File: config.mk
export PLATFORM = sky130hd
export DESIGN_NAME = kea_front
export DESIGN_NICKNAME = d
export VERILOG_FILES = /design/src/design/kea_pkg.sv /design/src/design/kea_front.sv
export SDC_FILE = /design/constraint.sdc
export NUM_CORES = 2
export LEC_CHECK = 0
export ABC_AREA = 1
export BUFFER_PORTS_ARGS = -buffer_cell sky130_fd_sc_hd__buf_2
export CAP_MARGIN = 25
export CORE_MARGIN = 3
export CORE_UTILIZATION = 25
export DETAILED_ROUTE_END_ITERATION = 8
export HOLD_SLACK_MARGIN = 0.08
export PLACE_DENSITY = 0.43
export SLEW_MARGIN = 5
export SYNTH_ARGS = -nofsm -noshare
export SYNTH_HDL_FRONTEND = slang
export SYNTH_SLANG_ARGS = --single-unit
File: constraint.sdc
create_clock -name clk -period 6.1 [get_ports clk]
set_input_delay 0.61 -clock clk [delete_from_list [all_inputs] [get_ports clk]]
set_output_delay 0.61 -clock clk [all_outputs]
set_load 0.05 [all_outputs]
File: src/design/kea_pkg.sv
// Shared types and constants for the Kepler eccentric anomaly solver.
package kea_pkg;

  localparam int NEWTON_STEPS_DEF = 10;

  localparam int ECC_W    = 24;
  localparam int EPOCH_W  = 32;
  localparam int MOTION_W = 36;
  localparam int ANGLE_W  = 32;
  localparam int SECS_W   = 32;
  localparam int CFG_IDX_W = 2;

  localparam logic [CFG_IDX_W-1:0] REG_ECC    = 2'd0;
  localparam logic [CFG_IDX_W-1:0] REG_EPOCH  = 2'd1;
  localparam logic [CFG_IDX_W-1:0] REG_MOTION = 2'd2;

  localparam logic [ECC_W-1:0] ECC_MAX = 24'd16609443;

  // queue between front and back
  localparam int QUEUE_DEPTH = 4;
  localparam int QPTR_W      = $clog2(QUEUE_DEPTH);
  localparam int QCNT_W      = $clog2(QUEUE_DEPTH + 1);

  typedef struct packed {
    logic              empty;
    logic [QCNT_W-1:0] count;
  } queue_stat_t;

  // pi/2 in Q1.32 and 1/(2 pi) in Q0.32
  localparam logic [32:0] HALF_PI_Q32    = 33'd6746518852;
  localparam logic [31:0] INV_TWO_PI_Q32 = 32'd683565276;
  localparam logic [30:0] ONE_Q30        = 31'd1 << 30;

  // Taylor terms: five sine terms then six cosine terms. Division by the
  // term constant is a multiply by ceil(2^S/k) then a shift by S.
  localparam int N_TERMS   = 11;
  localparam int SIN_TERMS = 5;
  localparam logic [5:0] TERM_SHIFT [N_TERMS] = '{
    6'd37, 6'd37, 6'd36, 6'd35, 6'd33,
    6'd38, 6'd37, 6'd36, 6'd35, 6'd34, 6'd31
  };
  localparam logic [31:0] TERM_RECIP [N_TERMS] = '{
    32'(((64'd1 << 37) + 64'd109) / 64'd110),
    32'(((64'd1 << 37) + 64'd71) / 64'd72),
    32'(((64'd1 << 36) + 64'd41) / 64'd42),
    32'(((64'd1 << 35) + 64'd19) / 64'd20),
    32'(((64'd1 << 33) + 64'd5) / 64'd6),
    32'(((64'd1 << 38) + 64'd131) / 64'd132),
    32'(((64'd1 << 37) + 64'd89) / 64'd90),
    32'(((64'd1 << 36) + 64'd55) / 64'd56),
    32'(((64'd1 << 35) + 64'd29) / 64'd30),
    32'(((64'd1 << 34) + 64'd11) / 64'd12),
    32'(((64'd1 << 31) + 64'd1) / 64'd2)
  };

  // restoring divider: 33-bit magnitude followed by 30 zero bits
  localparam int DIV_BITS = 63;

endpackage

File: src/design/kea_front.sv
// Front end: takes time items and forms the wrapped mean anomaly.
module kea_front (
  input  logic                               clk,
  input  logic                               rst,
  input  logic                               push,
  output logic                               full,
  input  logic signed [kea_pkg::SECS_W-1:0]  secs,
  input  logic [kea_pkg::EPOCH_W-1:0]        epoch,
  input  logic [kea_pkg::MOTION_W-1:0]       motion,
  input  kea_pkg::queue_stat_t               qstat,
  output logic                               q_push,
  output logic [kea_pkg::ANGLE_W-1:0]        q_m
);

  logic               accept;
  logic               v1;
  logic               v2;
  logic signed [50:0] pl;
  logic signed [50:0] ph;
  logic [47:0]        m48;
  logic [31:0]        m2;
  logic [kea_pkg::QCNT_W:0] credit;

  // items in flight count against the queue so the pipe never stalls
  assign credit = {1'b0, qstat.count} + (kea_pkg::QCNT_W+1)'(v1)
                + (kea_pkg::QCNT_W+1)'(v2);
  assign full   = credit >= (kea_pkg::QCNT_W+1)'(kea_pkg::QUEUE_DEPTH);
  assign accept = push && !full;

  // mean motion split in two 18-bit halves; product kept modulo 2^48
  assign m48 = {epoch, 16'h0} + pl[47:0] + {ph[29:0], 18'h0};

  always_ff @(posedge clk) begin
    if (rst) begin
      v1 <= 1'b0;
      v2 <= 1'b0;
    end else begin
      v1 <= accept;
      v2 <= v1;
    end
  end

  always_ff @(posedge clk) begin
    pl <= $signed({1'b0, motion[17:0]}) * secs;
    ph <= $signed({1'b0, motion[35:18]}) * secs;
    m2 <= m48[47:16];
  end

  assign q_push = v2;
  assign q_m    = m2;

endmodule

==> summary.txt <==
Global route
  • Pin count of the biggest net entering global routing: 31
  • Global-route wire length before repair: 195000 microns
  • Remaining Overflow, GRT: 0
  • Tot GR Track Use: 0.161
  • Number of global-route vias before repair: around 34000
  • Initial antenna violation count: 16

Die
  • Die W: slightly below 400 microns
  • Total core area: between 150000 and 200000 sq um
  • Die area: ~160000 sq um
  • Die Ht: 395 microns
  • Rows: roughly 140
  • Initial Util: 0.252
  • Num ports: about 140

STA
  • Period minus WS final: just under 6 ns
  • Post-route setup TNS: 0 ns
  • Min Hold Slack: 0.413 ns
  • Slew margin rel.: 0.516
  • Setup violators final: 0
  • Max-slew violations: 0
  • Layout Skew: between 0.01 and 0.015 ns
  • Period utilization: 0.961
  • Final Hold Viols: 0
  • Least-Margin Pin Slew: 0.727 ns
  • F_max: between 150 and 200 MHz
  • RSZ-0062 raised after global routing: false

Logic synthesis
  • Yosys Warn Count: 0
  • Yosys reg bits: 96
  • Distinct cells, synth: 43
  • Seq/Total Area, Yosys: 0.0507
  • Synth top area cells: fa_1 (46%), inv_1 (17%), nand2_1 (13%), ha_1 (7.7%), dfxtp_1 (5.1%)
  • Post-Synthesis Cells: between 5000 and 6000
  • FFs w/ async S/R, synth: 0
  • Leading area contributor after synthesis: fa_1
  • Top-area cell type share of the netlist area: 0.457
  • Dominant synthesized flop cell: dfxtp_1
  • Post-synth EDFFs: 0
  • Syn Std Cell Area: roughly 38000 sq um
  • Syn_area_per_cell: about 7.5 sq um
  • Mapped Nets: between 6000 and 7000

Finish
  • Final core occ: 0.301
  • Fraction of layout cells with a size suffix above 1: 0.123
  • Nets@finish: between 6000 and 7000
  • Synth-to-layout area growth: 19.3%
  • Layout Cell Area excl Fill: 45200 sq um
  • Area of the multi-input gates: about 29000 sq um
  • Number of fill cells: 16400
  • Reg area: 1920 sq um

Detailed routing
  • # DRC: 0
  • WL per Instance: approximately 16 microns
  • WL final: approximately 120000 microns
  • Vias post-DR: between 30000 and 40000
  • DR iter-0 viols: 1419
  • Vias per inst: between 4 and 5
  • Final ANT Viol Nets: 0
  • Drt pass-1 iters: 5

Placement
  • GP Congestion: between 0.8 and 0.9
  • Dpl hpwl: 108000 microns
  • IO buf count: about 140
  • Post-placement cell area: 44700 sq um

CTS
  • Post-CTS Setup Inserts: 0
  • Number of H-tree levels: 3
  • Clock tree root driver cell: clkbuf_16
  • Clk buf depth: 2
  • Clock Sinks: 96
  • CTS tree: done
  • Clk_lat worst skew: ~0.37 ns
  • Cts bufs inserted: 9
  • Clock slew at reported path FFs: ~0.070 ns

Worst setup path
  • CP Class: in -> reg
  • Worst Path Buf+Inv: 10
  • CP required: 6.36 ns
  • CP dominant cell by count: fa_1
  • Startpoint Class: input port
  • Critical-path top delay cell: fa_1
  • CP max FO: 11
  • Delay-heaviest family, CP: adder cells
  • Max incr delay on CP: ~0.55 ns
  • Worst EP arrival: between 6 and 7 ns
  • Crit. End Element: flip-flop

Outcome
  • Run status: completed

Flow run
  • Max cap viols: 0

Worst hold path
  • Hold crit path type: in -> reg
==> layout make-up <==
class | instances | area share
well taps | 2016 | 0.0558
clock buffers | 11 | 0.00559
flip-flops and latches | 96 | 0.0425
clock inverters | 4 | 0.00116
multi-input cells | 3038 | 0.637
diodes | 4 | 0.000221
inverters | 1730 | 0.144
repair buffers | 612 | 0.114
==> cell families after synthesis <==
group | share of synthesized area
simple gates | 0.168
xor+xnor | 0.0206
flops | 0.0507
buf+inv | 0.192
fa+ha+maj | 0.534
compound gates | 0.0352
==> per-layer routing <==
layer / vias to the layer above / share of wire / global-route usage
met5: - / 0.00030 / 0
met4: 6 / 0.020 / 0.0280
met1: 15300 / 0.44 / 0.211
met2: 500 / 0.50 / 0.293
met3: 106 / 0.036 / 0.0128
li1: 14800 / - / -
==> per-stage QoR <==
step	setup WS, ns	std cells
2_1_floorplan	0.0606	5063
3_3_place_gp	-0.281	7492
3_5_place_dp	-0.284	7492
4_1_cts	0.112	7507
5_1_grt	0.0000639	7508
6_report	0.240	7511
==> cells in the final DEF, fill, tap and decap left out, types with 5 or more instances in the layout <==
cell       synthesis  routed
a21oi_1          109     105
a21oi_2            1       5
clkbuf_4           0       9
o21bai_1          16      14
nor2_2             6      11
o21ai_0           54      52
nor2_1           134     129
buf_2             11     129
a21o_1            17      17
ha_1             233     227
buf_4              2     404
nand2_2            5       6
xnor2_1           19      18
clkbuf_16          0       9
nor3_1            19      18
xor2_1            70      70
o21ai_1            3       5
o21a_1            10      10
a31oi_1           10      10
dfxtp_1           96      96
buf_12             0      68
inv_1           1727    1727
nand4_1           15      15
nand3_1           92      92
nand2_1         1327    1326
fa_1             865     862
==> worst paths after layout <==
path / from / endpoint / cells after the start / slack [ns]
setup / recovery: motion[7] / pl[31] / 27 / 0.24
hold / removal: rst / q_push / 2 / 0.41
setup reg to reg: pl[37] / q_m[26] / 11 / 3.40
hold reg to reg: v1 / q_push / 2 / 0.42
==> state kept, by name, summed over array words and instances, names as in the netlist <==
signal and count:
ph 30, pl 32, q_push 1, q_m 32
v1 1
==> synthesized netlist by cell type, types with 15 or more instances <==
cell type	instances
a21o_1	17
a21oi_1	109
buf_1	24
clkbuf_1	162
dfxtp_1	96
fa_1	865
ha_1	233
inv_1	1727
nand2_1	1327
nand3_1	92
nand4_1	15
nor2_1	134
nor3_1	19
o21ai_0	54
o21bai_1	16
xnor2_1	19
xor2_1	70
==> timing repair <==
action | 4_1_cts | 5_1_grt
resized for setup | 0 | 41
hold buffers | 0 | 0
setup endpoints to repair | 0 | 28
endpoints found under the hold margin | 0 | 0
Power is left out: the tool's default activity adds up to more than one toggle a clock period on the data nets, which glitch-free logic cannot reach.
