==> config.mk <==
export PLATFORM = sky130hd
export DESIGN_NAME = kea_queue
export DESIGN_NICKNAME = d
export VERILOG_FILES = /design/src/design/kea_pkg.sv /design/src/design/kea_queue.sv
export SDC_FILE = /design/constraint.sdc
export NUM_CORES = 1
export LEC_CHECK = 0
export ABC_AREA = 1
export BUFFER_PORTS_ARGS = -buffer_cell sky130_fd_sc_hd__buf_2
export CAP_MARGIN = 5
export CORE_MARGIN = 2
export CORE_UTILIZATION = 55
export DETAILED_ROUTE_END_ITERATION = 16
export GPL_ROUTABILITY_DRIVEN = 0
export GPL_TIMING_DRIVEN = 0
export PLACE_DENSITY = 0.77
export SKIP_LAST_GASP = 1
export SYNTH_ARGS = -nofsm -noshare
export SYNTH_HDL_FRONTEND = slang
export SYNTH_SLANG_ARGS = --single-unit
==> constraint.sdc <==
create_clock -name clk -period 1.95 [get_ports clk]
set_input_delay 0.585 -clock clk [delete_from_list [all_inputs] [get_ports clk]]
set_output_delay 0.585 -clock clk [all_outputs]
set_load 0.01 [all_outputs]
==> src/design/kea_pkg.sv <==
// Shared types and constants for the Kepler eccentric anomaly solver.
package kea_pkg;

  localparam int NEWTON_STEPS_DEF = 10;

  localparam int ECC_W    = 24;
  localparam int EPOCH_W  = 32;
  localparam int MOTION_W = 36;
  localparam int ANGLE_W  = 32;
  localparam int SECS_W   = 32;
  localparam int CFG_IDX_W = 2;

  localparam logic [CFG_IDX_W-1:0] REG_ECC    = 2'd0;
  localparam logic [CFG_IDX_W-1:0] REG_EPOCH  = 2'd1;
  localparam logic [CFG_IDX_W-1:0] REG_MOTION = 2'd2;

  localparam logic [ECC_W-1:0] ECC_MAX = 24'd16609443;

  // queue between front and back
  localparam int QUEUE_DEPTH = 4;
  localparam int QPTR_W      = $clog2(QUEUE_DEPTH);
  localparam int QCNT_W      = $clog2(QUEUE_DEPTH + 1);

  typedef struct packed {
    logic              empty;
    logic [QCNT_W-1:0] count;
  } queue_stat_t;

  // pi/2 in Q1.32 and 1/(2 pi) in Q0.32
  localparam logic [32:0] HALF_PI_Q32    = 33'd6746518852;
  localparam logic [31:0] INV_TWO_PI_Q32 = 32'd683565276;
  localparam logic [30:0] ONE_Q30        = 31'd1 << 30;

  // Taylor terms: five sine terms then six cosine terms. Division by the
  // term constant is a multiply by ceil(2^S/k) then a shift by S.
  localparam int N_TERMS   = 11;
  localparam int SIN_TERMS = 5;
  localparam logic [5:0] TERM_SHIFT [N_TERMS] = '{
    6'd37, 6'd37, 6'd36, 6'd35, 6'd33,
    6'd38, 6'd37, 6'd36, 6'd35, 6'd34, 6'd31
  };
  localparam logic [31:0] TERM_RECIP [N_TERMS] = '{
    32'(((64'd1 << 37) + 64'd109) / 64'd110),
    32'(((64'd1 << 37) + 64'd71) / 64'd72),
    32'(((64'd1 << 36) + 64'd41) / 64'd42),
    32'(((64'd1 << 35) + 64'd19) / 64'd20),
    32'(((64'd1 << 33) + 64'd5) / 64'd6),
    32'(((64'd1 << 38) + 64'd131) / 64'd132),
    32'(((64'd1 << 37) + 64'd89) / 64'd90),
    32'(((64'd1 << 36) + 64'd55) / 64'd56),
    32'(((64'd1 << 35) + 64'd29) / 64'd30),
    32'(((64'd1 << 34) + 64'd11) / 64'd12),
    32'(((64'd1 << 31) + 64'd1) / 64'd2)
  };

  // restoring divider: 33-bit magnitude followed by 30 zero bits
  localparam int DIV_BITS = 63;

endpackage

==> src/design/kea_queue.sv <==
// Small register queue carrying mean anomalies from front to back.
module kea_queue (
  input  logic                         clk,
  input  logic                         rst,
  input  logic                         push,
  input  logic [kea_pkg::ANGLE_W-1:0]  din,
  input  logic                         pop,
  output logic [kea_pkg::ANGLE_W-1:0]  dout,
  output kea_pkg::queue_stat_t         stat
);

  logic [kea_pkg::ANGLE_W-1:0] mem [kea_pkg::QUEUE_DEPTH];
  logic [kea_pkg::QPTR_W-1:0]  wptr;
  logic [kea_pkg::QPTR_W-1:0]  rptr;
  logic [kea_pkg::QCNT_W-1:0]  count;
  logic                        do_pop;

  assign do_pop     = pop && (count != '0);
  assign dout       = mem[rptr];
  assign stat.empty = (count == '0);
  assign stat.count = count;

  always_ff @(posedge clk) begin
    if (rst) begin
      wptr  <= '0;
      rptr  <= '0;
      count <= '0;
    end else begin
      if (push) begin
        wptr <= wptr + 1'b1;
      end
      if (do_pop) begin
        rptr <= rptr + 1'b1;
      end
      if (push && !do_pop) begin
        count <= count + 1'b1;
      end else if (!push && do_pop) begin
        count <= count - 1'b1;
      end
    end
  end

  always_ff @(posedge clk) begin
    if (push) begin
      mem[wptr] <= din;
    end
  end

endmodule

==> metrics, run 1 <==
Worst Clk Skew=8.16 ps; final wirelength=13.1 mm; Fmax=427 MHz; Die H=102 µm; FF-to-FF End=count[2]; Syn Inst Count=372; Die X-Extent=102 µm; final count of negative-setup-slack endpoints=32; final hold viol count=0; violated checks=negative setup slack; status=finished with violations; Via Count=3559; H-tree levels=4; Netlist cell types=19; r2r setup slk=200 ps; first-pass GRT wire length=16.7 mm; maximum number of pins on one net before global-route repair=33; number of synthesis warnings=0; worst r2r path cells=12; Seq/Total Area, Yosys=76.8%; Post-DRT Antenna Nets=0; Leakage=0.00264 µW; Tot Pwr=9470 µW; Syn-to-layout area delta=34.3%; Psw=2880 µW; clock transition at the registers of the reported paths=60 ps; DR DRC count=0; antenna violations before repair=0; number of DRC markers in iteration 0=296; layout cells sized above 1=39.3%; Overflow after GRT=0; Max Cap Viol=0; DR vias/cell=5.76; Flop pwr share=37.0%; max_slew headroom=45.2%; FF+latch area=4030 µm²; fillers=504; IO Port Bufs=71; antenna cells=0; Min-Delay Path Class=input port to register; Combinational Power Share=28.8%; Setup Crit Path Kind=register to output pin; row count=35; Starting Density=56.7%; Worst-Skew Late Latency=520 ps; Avg Inst Size Synth=14.1 µm²; Worst Path Max Fanout=6; Clk pwr share=34.2%; placed instance area=5810 µm²; worst setup margin=-389 ps; Slew Limit Fails=0; Num CTS Buffers=17; FF-to-FF Start=count[1]; startpoint types=register; Internal Dissipation=6600 µW; Worst Tran Pin Value=821 ps; post-CTS setup buffer count=0; Net Sw Frac=30.4%; core area=9240 µm²; Final HPWL DP=6.12 mm; Max IR drop VDD=0.793 mV; RSZ-0062 raised after global routing=yes; power per cell area=1350 nW/µm²; Nets=518; CTS root buffer=clkbuf_8; Ports=72; fin crit period=2340 ps; Critical Path End Type=output pin; die area=10300 µm²; required time worst endpoint=1360 ps; multi-input logic area=1210 µm²; mapped cell area=5240 µm²; DR pass1 iterations=5; CTS Buffer Depth=2; commonest non-fill, non-tap cell in the layout=edfxtp_1; most frequent cells in the layout=128 x edfxtp_1, 72 x buf_2, 57 x nor2_1, 29 x o21ai_0, 25 x clkbuf_16; Arr. time, crit path=1750 ps; CP Capture Point=dout[19]; DR WL/cell=21.3 µm; Placement Setup Slack=69.2 ps; Design Area, Final=7040 µm²; vias in the first global route=3330; gr usage total=22.4%; Mapped Nets=414; Seq cells post-synth=137; TritonCTS clock tree=built; final period utilization=120%; clock sinks=137
## critical path, cell delays in order (launching register included)
cell and delay, ps:
dfxtp_4 390, buf_12 170, inv_8 60, o21ai_0 310, o22ai_2 140, buf_2 170
## synth_stat cells
| cell | n | area [µm²] |
|---|---|---|
| nand2_1 | 15 | 56.3 |
| nor2_1 | 70 | 263 |
| buf_2 | 6 | 30.0 |
| clkbuf_1 | 1 | 3.75 |
| fa_1 | 1 | 20.0 |
| a21oi_1 | 5 | 25.0 |
| dfxtp_1 | 9 | 180 |
| inv_1 | 15 | 56.3 |
| ha_1 | 5 | 62.6 |
| o21ai_0 | 39 | 195 |
| o21ai_1 | 28 | 140 |
| nand3_1 | 3 | 15.0 |
| o22ai_1 | 32 | 200 |
| xor2_1 | 1 | 8.76 |
| edfxtp_1 | 128 | 3840 |
| buf_6 | 9 | 101 |
| inv_2 | 1 | 3.75 |
| buf_4 | 3 | 22.5 |
| inv_8 | 1 | 11.3 |
## state kept, by name, summed over array words and instances (netlist names), named ones only
register  cells
wptr          2
mem         128
rptr          2
count         3
## stage by stage
| step | util [%] | hold WS [ps] | instances | setup TNS (ps) |
|---|---|---|---|---|
| after floorplan | - | 459 | 372 | 0 |
| after global placement | 62.3 | 485 | 572 | -40150 |
| after detailed placement | 62.9 | 506 | 574 | 0 |
| after CTS | 69.9 | 278 | 607 | -7790 |
| after global routing | 76.2 | 275 | 618 | -11200 |
| final | 76.2 | 284 | 618 | -9410 |
## kinds of logic after synthesis
family	share of synthesized area, %
AOI/OAI and AO/OA	10.7
and+or+nand+nor	6.38
buffers and inverters	4.37
adders and majority gates	1.58
DFF	76.8
xor gates and xnor gates	0.167
## per-layer routing
metal	vias up	track usage, %	share of wire [%]
li1	1588	-	-
met1	1702	27.4	37
met2	228	37.8	51
met3	41	4.90	9.1
met4	0	11.1	2.8
met5	-	0	0
## how the worst min path moves through the flow
stage               cells past startpoint  slack, ps    endpoint    start
floorplan                               2        460    register  rptr[1]
global placement                        2        490     rptr[0]  rptr[0]
detailed placement                      2        510     rptr[1]  rptr[1]
CTS                                     1        280  mem[3][16]  din[16]
global route                            1        270  mem[3][16]  din[16]
finish                                  1        280  mem[3][16]  din[16]
## power groups by stage
stage	clock, µW	sequential (µW)	combinational [µW]
3_5_place_dp	0	3530	1870
5_1_grt	3370	3520	2910
2_1_floorplan	0	3530	1160
4_1_cts	3200	3470	1950
3_3_place_gp	0	3520	1820
6_report	3240	3500	2730
## layout make-up
type,instances,share of cell area (%)
Clock inverter,15,2.70
Inverter,17,1.32
Sequential cell,137,57.3
Timing Repair Buffer,83,9.10
Clock buffer,17,5.89
Buffer,19,3.66
Multi-Input combinational cell,199,17.3
Timing Repair inverter,2,0.445
Tap cell,129,2.29
## repair_timing
| item | CTS | global route |
|---|---|---|
| gates resized for setup | 13 | 94 |
| hold buffers | 0 | 0 |
| gates cloned | 1 | 11 |
| endpoints found under the setup margin | 32 | 34 |
| pin swaps | 4 | 18 |
No activity file was read; power rests on OpenSTA's default activity.
==> run 2: changes to the inputs <==
- SLEW_MARGIN: unset -> 20
- clock period: 1.95 -> 2.8 ns (I/O delays scaled with it)
==> metrics, run 2 (synthesis results as in run 1) <==
fin crit period=2730 ps; Syn-to-layout area delta=22.3%; Worst Tran Pin Value=788 ps; biggest regs=mem: 128 flops, count: 3 flops; vias in the first global route=3379; DR WL/cell=17.5 µm; Max Cap Viol=0; number of DRC markers in iteration 0=172; final hold viol count=0; IO Port Bufs=71; setup TNS=0 ps; startpoint types=register; Worst Path Max Fanout=10; Max IR drop VDD=0.594 mV; Starting Density=56.7%; Post-DRT Antenna Nets=0; max reg flops=128; fillers=616; Biggest register=mem; row count=35; Final HPWL DP=6.12 mm; hold_buf cts=0; status=finished clean; clock sinks=137; Hold Path End=rptr[1]; core area=9240 µm²; DR WL met2=5.68 mm; Via Count=3250; Psw=1720 µW; DR DRC count=0; Die H=102 µm; multi-input logic area=986 µm²; Hold Path Origin=rptr[1]; Worst Clk Skew=6.15 ps; Fmax=366 MHz; DR vias/cell=5.36; H-tree levels=4; Combinational Power Share=22.1%; antenna violations before repair=0; Clk pwr share=37.3%; FF-to-FF End=count[1]; TritonCTS clock tree=built; M1 wire length=4.06 mm; Nets=506; Slew Limit Fails=0; layout cells sized above 1=27.0%; max_slew headroom=47.4%; final count of negative-setup-slack endpoints=0; FF+latch area=4020 µm²; gr usage total=22.2%; met3 WL=699 µm; Internal Dissipation=4230 µW; most frequent cells in the layout=128 x edfxtp_1, 77 x buf_2, 70 x nor2_1, 39 x o21ai_0, 32 x o22ai_1; final wirelength=10.6 mm; FF-to-FF Start=count[0]; worst r2r path cells=8; CTS Buffer Depth=2; final period utilization=97.5%; Tot Pwr=5950 µW; post-CTS setup buffer count=0; Arr. time, crit path=1890 ps; Ports=72; Min-Delay Path Class=register to register; # resized after CTS=0; first-pass GRT wire length=16.4 mm; top sig layer=met4; Overflow after GRT=0; DR pass1 iterations=5; Flop pwr share=40.6%; non-filler cells, final=606; RSZ-0062 raised after global routing=no; Setup Crit Path Kind=register to output pin; r2r setup slk=1020 ps; die area=10300 µm²; hold depth=2; commonest non-fill, non-tap cell in the layout=edfxtp_1; maximum number of pins on one net before global-route repair=33; Num CTS Buffers=17; Die X-Extent=102 µm; Net Sw Frac=28.8%; Leakage=0.00237 µW; CTS root buffer=clkbuf_8; placed cells=574; required time worst endpoint=1960 ps; Critical Path End Type=output pin; clock transition at the registers of the reported paths=60 ps; power per cell area=929 nW/µm²; Worst-Skew Late Latency=510 ps; antenna cells=0
[run 2: worst max-delay path by stage]
stage / from / endpoint / slack, ps / depth (start not counted)
floorplan: pop / count[2] / 880 / 10
global placement: push / mem[0][7] / 260 / 3
detailed placement: pop / count[2] / 670 / 11
CTS: register / dout[31] / 90 / 4
global route: register / dout[31] / 5 / 4
finish: register / dout[31] / 70 / 4
[run 2: metrics by stage]
step	instance area (µm²)	hold WS [ps]	utilization, %	setup WS (ps)
final	6400	503	69.3	69.7
after global routing	6400	518	69.3	5.49
after CTS	6400	505	69.3	86.7
after detailed placement	5800	493	62.8	673
after global placement	5760	485	62.3	262
after floorplan	5240	459	-	885
[run 2: layer usage]
| metal | up-vias | global-route usage [%] |
|---|---|---|
| met5 | - | 0 |
| met4 | 0 | 12.2 |
| met3 | 12 | 6.35 |
| met2 | 117 | 38.3 |
| met1 | 1565 | 24.7 |
| li1 | 1556 | - |
[run 2: cell type report]
class / instances / share of cell area (%)
Buffer: 19 / 2.46
Clock buffer: 17 / 6.47
Clock inverter: 15 / 2.93
Inverter: 17 / 1.11
Multi-Input combinational cell: 199 / 15.4
Sequential cell: 137 / 62.8
Tap cell: 129 / 2.52
Timing Repair Buffer: 73 / 6.29
[run 2: critical path, stage by stage, from the launching register on]
cell and delay (ps):
dfxtp_1 360, clkbuf_1 390, o21ai_0 210, o22ai_1 240, buf_2 180
[run 2: power groups by stage]
stage / logic (µW) / clock network [µW] / registers, µW
4_1_cts: 1320 / 2240 / 2420
3_3_place_gp: 1270 / 0 / 2450
3_5_place_dp: 1310 / 0 / 2450
5_1_grt: 1450 / 2320 / 2430
2_1_floorplan: 809 / 0 / 2460
6_report: 1320 / 2220 / 2420
