--- src/design/kea_pkg.sv ---
// Shared types and constants for the Kepler eccentric anomaly solver.
package kea_pkg;

  localparam int NEWTON_STEPS_DEF = 10;

  localparam int ECC_W    = 24;
  localparam int EPOCH_W  = 32;
  localparam int MOTION_W = 36;
  localparam int ANGLE_W  = 32;
  localparam int SECS_W   = 32;
  localparam int CFG_IDX_W = 2;

  localparam logic [CFG_IDX_W-1:0] REG_ECC    = 2'd0;
  localparam logic [CFG_IDX_W-1:0] REG_EPOCH  = 2'd1;
  localparam logic [CFG_IDX_W-1:0] REG_MOTION = 2'd2;

  localparam logic [ECC_W-1:0] ECC_MAX = 24'd16609443;

  // queue between front and back
  localparam int QUEUE_DEPTH = 4;
  localparam int QPTR_W      = $clog2(QUEUE_DEPTH);
  localparam int QCNT_W      = $clog2(QUEUE_DEPTH + 1);

  typedef struct packed {
    logic              empty;
    logic [QCNT_W-1:0] count;
  } queue_stat_t;

  // pi/2 in Q1.32 and 1/(2 pi) in Q0.32
  localparam logic [32:0] HALF_PI_Q32    = 33'd6746518852;
  localparam logic [31:0] INV_TWO_PI_Q32 = 32'd683565276;
  localparam logic [30:0] ONE_Q30        = 31'd1 << 30;

  // Taylor terms: five sine terms then six cosine terms. Division by the
  // term constant is a multiply by ceil(2^S/k) then a shift by S.
  localparam int N_TERMS   = 11;
  localparam int SIN_TERMS = 5;
  localparam logic [5:0] TERM_SHIFT [N_TERMS] = '{
    6'd37, 6'd37, 6'd36, 6'd35, 6'd33,
    6'd38, 6'd37, 6'd36, 6'd35, 6'd34, 6'd31
  };
  localparam logic [31:0] TERM_RECIP [N_TERMS] = '{
    32'(((64'd1 << 37) + 64'd109) / 64'd110),
    32'(((64'd1 << 37) + 64'd71) / 64'd72),
    32'(((64'd1 << 36) + 64'd41) / 64'd42),
    32'(((64'd1 << 35) + 64'd19) / 64'd20),
    32'(((64'd1 << 33) + 64'd5) / 64'd6),
    32'(((64'd1 << 38) + 64'd131) / 64'd132),
    32'(((64'd1 << 37) + 64'd89) / 64'd90),
    32'(((64'd1 << 36) + 64'd55) / 64'd56),
    32'(((64'd1 << 35) + 64'd29) / 64'd30),
    32'(((64'd1 << 34) + 64'd11) / 64'd12),
    32'(((64'd1 << 31) + 64'd1) / 64'd2)
  };

  // restoring divider: 33-bit magnitude followed by 30 zero bits
  localparam int DIV_BITS = 63;

endpackage

--- src/design/kea_newton.sv ---
// Back end: Newton iteration on Kepler's equation with a shared multiplier
// and a bit-serial divider, plus the result register.
module kea_newton #(
  parameter int NEWTON_STEPS = kea_pkg::NEWTON_STEPS_DEF
) (
  input  logic                          clk,
  input  logic                          rst,
  input  kea_pkg::queue_stat_t          qstat,
  input  logic [kea_pkg::ANGLE_W-1:0]   q_m,
  output logic                          q_pop,
  input  logic [kea_pkg::ECC_W-1:0]     ecc,
  output logic                          res_valid,
  input  logic                          res_pop,
  output logic [kea_pkg::ANGLE_W-1:0]   res_e,
  output logic [kea_pkg::ANGLE_W-1:0]   res_m
);

  localparam int NS_W = (NEWTON_STEPS > 1) ? $clog2(NEWTON_STEPS) : 1;

  typedef enum logic [14:0] {
    ST_IDLE = 15'd1 << 0,
    ST_X    = 15'd1 << 1,
    ST_X2   = 15'd1 << 2,
    ST_X2L  = 15'd1 << 3,
    ST_TMUL = 15'd1 << 4,
    ST_TDIV = 15'd1 << 5,
    ST_TSUB = 15'd1 << 6,
    ST_SFIN = 15'd1 << 7,
    ST_SLAT = 15'd1 << 8,
    ST_ES   = 15'd1 << 9,
    ST_EC   = 15'd1 << 10,
    ST_TERM = 15'd1 << 11,
    ST_DSET = 15'd1 << 12,
    ST_DIV  = 15'd1 << 13,
    ST_DONE = 15'd1 << 14
  } state_t;

  localparam logic [1:0] QUAD_0 = 2'd0;
  localparam logic [1:0] QUAD_1 = 2'd1;
  localparam logic [1:0] QUAD_2 = 2'd2;
  localparam logic [1:0] QUAD_3 = 2'd3;

  state_t      state;
  state_t      state_next;

  logic [31:0] m_r;
  logic [31:0] e_r;
  logic [1:0]  quad_r;
  logic        swap_r;
  logic [63:0] prod;
  logic [32:0] mul_a;
  logic [31:0] mul_b;
  logic [29:0] x_r;
  logic [29:0] x2_r;
  logic [30:0] t_r;
  logic [3:0]  ti;
  logic [30:0] s_oct;
  logic [30:0] c_mag_r;
  logic        c_neg_r;
  logic        s_neg_r;
  logic [30:0] es_r;
  logic [30:0] ecm_r;
  logic [62:0] dvd_r;
  logic [31:0] rem_r;
  logic [31:0] quo_r;
  logic [31:0] den_r;
  logic        neg_r;
  logic [5:0]  dcnt;
  logic [NS_W-1:0] ns;

  logic [23:0] ecc_c;
  logic [29:0] f;
  logic [29:0] r;
  logic [30:0] ps;
  logic [30:0] pc;
  logic [30:0] s_mag;
  logic        s_neg;
  logic [30:0] c_mag;
  logic        c_neg;
  logic [31:0] diff;
  logic [31:0] term;
  logic [33:0] num;
  logic [33:0] mag;
  logic [31:0] den;
  logic [32:0] trial;
  logic        ge;
  logic [32:0] rem_next;
  logic [31:0] quo_next;
  logic [30:0] t_next;
  logic        load_res;

  assign ecc_c = (ecc > kea_pkg::ECC_MAX) ? kea_pkg::ECC_MAX : ecc;

  // octant reduction of the current estimate
  assign f = e_r[29:0];
  assign r = f[29] ? 30'((31'd1 << 30) - {1'b0, f}) : f;

  // octant results to quadrant, sign and magnitude
  assign ps = swap_r ? t_r : s_oct;
  assign pc = swap_r ? s_oct : t_r;

  always_comb begin
    unique case (quad_r)
      QUAD_0: begin
        s_mag = ps; s_neg = 1'b0; c_mag = pc; c_neg = 1'b0;
      end
      QUAD_1: begin
        s_mag = pc; s_neg = 1'b0; c_mag = ps; c_neg = 1'b1;
      end
      QUAD_2: begin
        s_mag = ps; s_neg = 1'b1; c_mag = pc; c_neg = 1'b1;
      end
      QUAD_3: begin
        s_mag = pc; s_neg = 1'b1; c_mag = ps; c_neg = 1'b0;
      end
      default: begin
        s_mag = ps; s_neg = 1'b0; c_mag = pc; c_neg = 1'b0;
      end
    endcase
  end

  // numerator and denominator of the Newton step
  assign diff = m_r - e_r;
  assign term = prod[61:30];
  assign num  = {{2{diff[31]}}, diff}
              + (s_neg_r ? (34'd0 - {2'b0, term}) : {2'b0, term});
  assign mag  = num[33] ? (34'd0 - num) : num;
  assign den  = c_neg_r ? ({1'b0, kea_pkg::ONE_Q30} + {1'b0, ecm_r})
                        : ({1'b0, kea_pkg::ONE_Q30} - {1'b0, ecm_r});

  // one quotient bit per cycle
  assign trial    = {rem_r, dvd_r[62]};
  assign ge       = trial >= {1'b0, den_r};
  assign rem_next = ge ? (trial - {1'b0, den_r}) : trial;
  assign quo_next = {quo_r[30:0], ge};

  assign t_next = kea_pkg::ONE_Q30 - 31'(prod >> kea_pkg::TERM_SHIFT[ti]);

  // shared multiplier operands
  always_comb begin
    mul_a = '0;
    mul_b = '0;
    unique case (state)
      ST_X: begin
        mul_a = {3'b0, r};
        mul_b = kea_pkg::HALF_PI_Q32[31:0];
      end
      ST_X2: begin
        mul_a = {3'b0, prod[61:32]};
        mul_b = {2'b0, prod[61:32]};
      end
      ST_TMUL: begin
        mul_a = {3'b0, x2_r};
        mul_b = {1'b0, t_r};
      end
      ST_TDIV: begin
        mul_a = {3'b0, prod[59:30]};
        mul_b = kea_pkg::TERM_RECIP[ti];
      end
      ST_SFIN: begin
        mul_a = {3'b0, x_r};
        mul_b = {1'b0, t_r};
      end
      ST_ES: begin
        mul_a = {2'b0, s_mag};
        mul_b = {8'b0, ecc_c};
      end
      ST_EC: begin
        mul_a = {2'b0, c_mag_r};
        mul_b = {8'b0, ecc_c};
      end
      ST_TERM: begin
        mul_a = {2'b0, es_r};
        mul_b = kea_pkg::INV_TWO_PI_Q32;
      end
      default: begin
        mul_a = '0;
        mul_b = '0;
      end
    endcase
  end

  // the pi/2 constant has its top bit set; add that partial product apart
  logic [63:0] mul_p;
  assign mul_p = {31'b0, mul_a} * {32'b0, mul_b}
               + ((state == ST_X) ? ({31'b0, mul_a} << 32) : 64'd0);

  assign load_res = (state == ST_DONE) && (!res_valid || res_pop);
  assign q_pop    = (state == ST_IDLE) && !qstat.empty;

  always_comb begin
    state_next = state;
    unique case (state)
      ST_IDLE: if (!qstat.empty) state_next = ST_X;
      ST_X:    state_next = ST_X2;
      ST_X2:   state_next = ST_X2L;
      ST_X2L:  state_next = ST_TMUL;
      ST_TMUL: state_next = ST_TDIV;
      ST_TDIV: state_next = ST_TSUB;
      ST_TSUB: begin
        if (ti == 4'(kea_pkg::SIN_TERMS - 1)) begin
          state_next = ST_SFIN;
        end else if (ti == 4'(kea_pkg::N_TERMS - 1)) begin
          state_next = ST_ES;
        end else begin
          state_next = ST_TMUL;
        end
      end
      ST_SFIN: state_next = ST_SLAT;
      ST_SLAT: state_next = ST_TMUL;
      ST_ES:   state_next = ST_EC;
      ST_EC:   state_next = ST_TERM;
      ST_TERM: state_next = ST_DSET;
      ST_DSET: state_next = ST_DIV;
      ST_DIV: begin
        if (dcnt == 6'(kea_pkg::DIV_BITS - 1)) begin
          state_next = (ns == NS_W'(NEWTON_STEPS - 1)) ? ST_DONE : ST_X;
        end
      end
      ST_DONE: if (load_res) state_next = ST_IDLE;
      default: state_next = ST_IDLE;
    endcase
  end

  always_ff @(posedge clk) begin
    if (rst) begin
      state     <= ST_IDLE;
      res_valid <= 1'b0;
    end else begin
      state <= state_next;
      if (load_res) begin
        res_valid <= 1'b1;
      end else if (res_pop) begin
        res_valid <= 1'b0;
      end
    end
  end

  always_ff @(posedge clk) begin
    prod <= mul_p;
    if (load_res) begin
      res_e <= e_r;
      res_m <= m_r;
    end
    unique case (state)
      ST_IDLE: begin
        m_r <= q_m;
        e_r <= q_m;
        ns  <= '0;
      end
      ST_X: begin
        quad_r <= e_r[31:30];
        swap_r <= f[29];
      end
      ST_X2: x_r <= prod[61:32];
      ST_X2L: begin
        x2_r <= prod[59:30];
        t_r  <= kea_pkg::ONE_Q30;
        ti   <= '0;
      end
      ST_TSUB: begin
        t_r <= t_next;
        ti  <= ti + 1'b1;
      end
      ST_SLAT: begin
        s_oct <= prod[60:30];
        t_r   <= kea_pkg::ONE_Q30;
      end
      ST_ES: begin
        c_mag_r <= c_mag;
        c_neg_r <= c_neg;
        s_neg_r <= s_neg;
      end
      ST_EC:   es_r  <= prod[54:24];
      ST_TERM: ecm_r <= prod[54:24];
      ST_DSET: begin
        neg_r <= num[33];
        dvd_r <= {mag[32:0], 30'b0};
        den_r <= den;
        rem_r <= '0;
        quo_r <= '0;
        dcnt  <= '0;
      end
      ST_DIV: begin
        rem_r <= rem_next[31:0];
        quo_r <= quo_next;
        dvd_r <= {dvd_r[61:0], 1'b0};
        dcnt  <= dcnt + 1'b1;
        if (dcnt == 6'(kea_pkg::DIV_BITS - 1)) begin
          e_r <= e_r + (neg_r ? (32'd0 - quo_next) : quo_next);
          ns  <= ns + 1'b1;
        end
      end
      default: begin
      end
    endcase
  end

endmodule

--- config.mk ---
export PLATFORM = sky130hd
export DESIGN_NAME = kea_newton
export DESIGN_NICKNAME = d
export VERILOG_FILES = /design/src/design/kea_pkg.sv /design/src/design/kea_newton.sv
export SDC_FILE = /design/constraint.sdc
export NUM_CORES = 2
export LEC_CHECK = 0
export ABC_AREA = 1
export BUFFER_PORTS_ARGS = -buffer_cell sky130_fd_sc_hd__buf_2
export CORE_MARGIN = 2
export CORE_UTILIZATION = 50
export DETAILED_ROUTE_END_ITERATION = 10
export HOLD_SLACK_MARGIN = 0.05
export PLACE_DENSITY = 0.7
export SYNTH_ARGS = -nofsm -noshare
export SYNTH_HDL_FRONTEND = slang
export SYNTH_SLANG_ARGS = --single-unit
--- constraint.sdc ---
create_clock -name clk -period 17.8 [get_ports clk]
set_clock_uncertainty 0.2 [all_clocks]
set_input_delay 1.78 -clock clk [delete_from_list [all_inputs] [get_ports clk]]
set_output_delay 1.78 -clock clk [all_outputs]
set_load 0.02 [all_outputs]
==> impl.org <==
** Run status
- The flow ran to the end, but the final reports show violations.
- The final reports fail on capacitance limit, slew limit.

** CTS
- Counting every sink on the clock net gives 547.
- Postcts setup bufs :: 0
- Hold-fix buffers at CTS :: 0
- Once the clock tree was built, the resizer swapped 0 gates to a different size.
- Inserted Clock Buffers :: 59
- The clock passes through at most 3 buffers.
- TritonCTS built the clock tree.
- The tree is rooted in a sky130_fd_sc_hd__clkbuf_16.
- For the worst-skew pair, the clock arrives at the later sink with an insertion delay of 0.70 ns.
- Clock-pin slew was measured on the worst setup and hold paths at 0.07 ns.
- CTS H-tree lvls :: 2

** Critical path
- STA puts the critical path data required time at 18.20 ns.
- Critical Path AT :: 11.85 ns
- Crit path kind :: in2reg
- In this design, the stage delay of the slowest critical-path cell is 1.25 ns.
- Along the worst path, the maximum fanout reaches 21.
- Most numerous cell on the critical path :: sky130_fd_sc_hd__inv_1
- Critical path capture point type :: register
- STA classifies the critical path startpoint as an input pin.
- On the critical path, the stage with the largest delay is an instance of sky130_fd_sc_hd__a31oi_1.
- Worst r2r path cells :: 38

** STA
- For the final routed database, the setup TNS stands at 0 ns.
- Setup-failing EPs final :: 0
- Hold is met by 0.261 ns.
- Min setup slack post-route :: 6.35 ns
- Worst-margin pin slew :: 1.51 ns
- Setup repair after global routing left no endpoint under its margin.
- Period utilisation layout :: 0.643
- Total count of max-transition violations in the final report :: 4
- The clock period could shrink to 11.45 ns.
- Normalized max-slew margin :: -0.00829
- For this run, the top clock speed supported by timing is 87.4 MHz.
- The number of endpoints with negative hold slack in the final report came to 0.

** Min path
- Cell depth of the worst hold path :: 0
- The path class of the tightest hold or removal check is reg2reg.

** Floorplanning
- In this run the standard cell core region covers 139000 sq um.
- The floorplan step set the die width to 378 microns.
- Floorplan die height :: 378 microns
- Die area :: 143000 sq um
- Effective utilization at floorplan :: 0.502
- During I/O placement, the number of pins put on the boundary was 129.
- Number of standard-cell rows in the floorplan :: 137

** Placement
- Number of buffers inserted by port buffering :: 125
- Sum of net half-perimeters after detailed placement :: 191000 microns
- At the placement stage, the worst setup path has a slack of 5.89 ns.
- Routability-driven placement finished with a final weighted congestion of 1.01.
- In this run the cell area measured after placement is 72400 sq um.

** Run
- Number of maximum-capacitance violations :: 1

** Detailed routing
- Number of nets with antenna violations after routing :: 0
- In the routed layout, each cell is associated on average with a via count of 5.57.
- Dividing the detail-routed wire length by the instance count gives 22.2 microns.
- Wires add up to 238000 microns.
- For this block, the initial DRC count from the detailed router was 6374.
- The first detailed-routing pass ran for 6 iterations.
- The final route contains 59600 vias.
- In the routed design, unresolved DRC markers number 0.

** Synthesis
- Post-synth design cell area :: 69800 sq um
- Unique cell type count in the Yosys netlist :: 76
- For this run, the leading register cell type out of synthesis is sky130_fd_sc_hd__edfxtp_1.
- Number of flops mapped to enable cells by yosys :: 491
- Fraction of registers with async set/reset :: 0
- The share of the Yosys chip area taken by registers is 0.227.
- A synthesized cell averages 7.99 sq um.
- After technology mapping, the gate count stands at 8732.
- Counting flops and latches in the post-synthesis netlist gives 547.
- Total number of yosys warnings :: 0
- Of the post-synthesis cell area, the dominant cell type holds 0.259.
- Cells taking the most area after synthesis :: sky130_fd_sc_hd__fa_1 (26%), sky130_fd_sc_hd__edfxtp_1 (21%), sky130_fd_sc_hd__nand2_1 (11%), sky130_fd_sc_hd__inv_1 (10%), sky130_fd_sc_hd__ha_1 (7.5%)
- sky130_fd_sc_hd__fa_1 takes more of the synthesized area than any other cell.

** Cells and area
- After routing the design area is 74400 sq um.
- Fraction of final layout cells sized beyond drive strength 1 :: 0.0582
- Most frequent cells in the layout :: sky130_fd_sc_hd__nand2_1 (2017), sky130_fd_sc_hd__inv_1 (1948), sky130_fd_sc_hd__fa_1 (903), sky130_fd_sc_hd__nor2_1 (724), sky130_fd_sc_hd__edfxtp_1 (491)
- At the end of the flow, the number of nets in the layout was 10200.
- Area added between synthesis and finish :: 6.64%
- The library cell used most frequently in the layout, excluding fill and tap cells, is sky130_fd_sc_hd__nand2_1.

** Global routing
- Entering global routing, the biggest net connects 76 pins.
- The via count of the first global-routing pass was 58500.
- Aggregate global-route resource usage :: 0.336
- Summed over all layers, the global routing overflow is 0.
- The first global-routing pass estimated 358000 microns of wire.
- Initial antenna violation count :: 17

** Power and ir drop
- Pwr per Cell Area :: 143 nW/um^2
- IR Drop Worst-Case VDD :: 0.000186 V
- Static Leakage :: 0.0385 uW
- Post-route total power :: 10700 uW
-- metrics by stage --
step	util	instances
finish	0.535	10700
global route	0.535	10700
CTS	0.535	10700
detailed placement	0.521	10600
global placement	0.521	10600
floorplan	-	8738
-- layer usage --
layer,global-route usage,share of wire,vias to the layer above
met2,0.490,0.42,3140
met4,0.113,0.039,16
li1,-,-,27000
met5,0,0.00048,-
met3,0.102,0.13,519
met1,0.474,0.42,29000
-- cells by family after synthesis --
| kind of cell | after synthesis | share of synthesized area |
|---|---|---|
| other | 2 | 0.000108 |
| multiplexers | 9 | 0.00129 |
| XOR/XNOR | 230 | 0.0289 |
| AO/OA/AOI/OAI | 980 | 0.0810 |
| flip-flops | 547 | 0.227 |
| adder cells (fa/ha/maj) | 1320 | 0.334 |
| buffers and inverters | 2275 | 0.128 |
| AND/OR/NAND/NOR | 3369 | 0.200 |
-- registers in the layout (all words and copies together) (netlist names), 6 cells and up --
register / count
prod: 40
x_r: 30
c_mag_r: 31
x2_r: 30
rem_r: 32
dvd_r: 33
quo_r: 31
e_r: 32
res_m: 32
dcnt: 6
es_r: 31
ecm_r: 31
res_e: 32
s_oct: 31
t_r: 31
den_r: 32
state: 15
m_r: 32
-- area by class of cell --
cell class,instances,area [sq um]
Clock inverter,46,482
Fill cell,13200,64600
Clock buffer,65,1500
Multi-Input combinational cell,5916,45100
Timing Repair Buffer,254,1590
Tap cell,1876,2350
Sequential cell,547,15900
Antenna cell,5,12.5
Inverter,2000,7510
-- cells in the mapped netlist, drive strengths merged, types with 9 or more instances --
cell and number:
and2 10, a21o 26, a211oi 18, o21bai 15
nand3 354, nand3b 10, o31ai 10, nor4 36
fa 903, nor2 754, a21oi 300, a21boi 9
mux2i 9, edfxtp 491, o21a 15, ha 417
dfxtp 56, xnor2 74, nand4 62, a31oi 54
a2111oi 11, o211ai 32, o21ai 428, a22o 11
xor2 156, nand2 2050, clkinv 13, nor3 71
or2 17, a221oi 27, inv 1987, clkbuf 83
buf 192
-- worst paths after layout --
path                    startpoint                  to  slack, ns
min               prod[25]$_DFF_P_  ecm_r[1]$_DFFE_PN_       0.26
max reg2reg  state[1]$_SDFFE_PP0P_    prod[61]$_DFF_P_       6.63
min reg2reg       prod[25]$_DFF_P_  ecm_r[1]$_DFFE_PN_       0.26
max                        ecc[17]    prod[61]$_DFF_P_       6.35
-- critical path: cells and delay by family --
family	cells	cell delay, ns
AOI/OAI and AO/OA	4	1.85
adders and majority gates	9	4.49
and+or+nand+nor	11	1.93
buffers and inverters	11	1.61
xor gates and xnor gates	1	0.17
-- power by group --
part	total (uW)	internal, uW	switching, uW
sequential	2090	1870	215
clock	1290	714	576
combinational	7300	2200	5090
total	10700	4790	5880
Power figures use the tool's default switching activity.
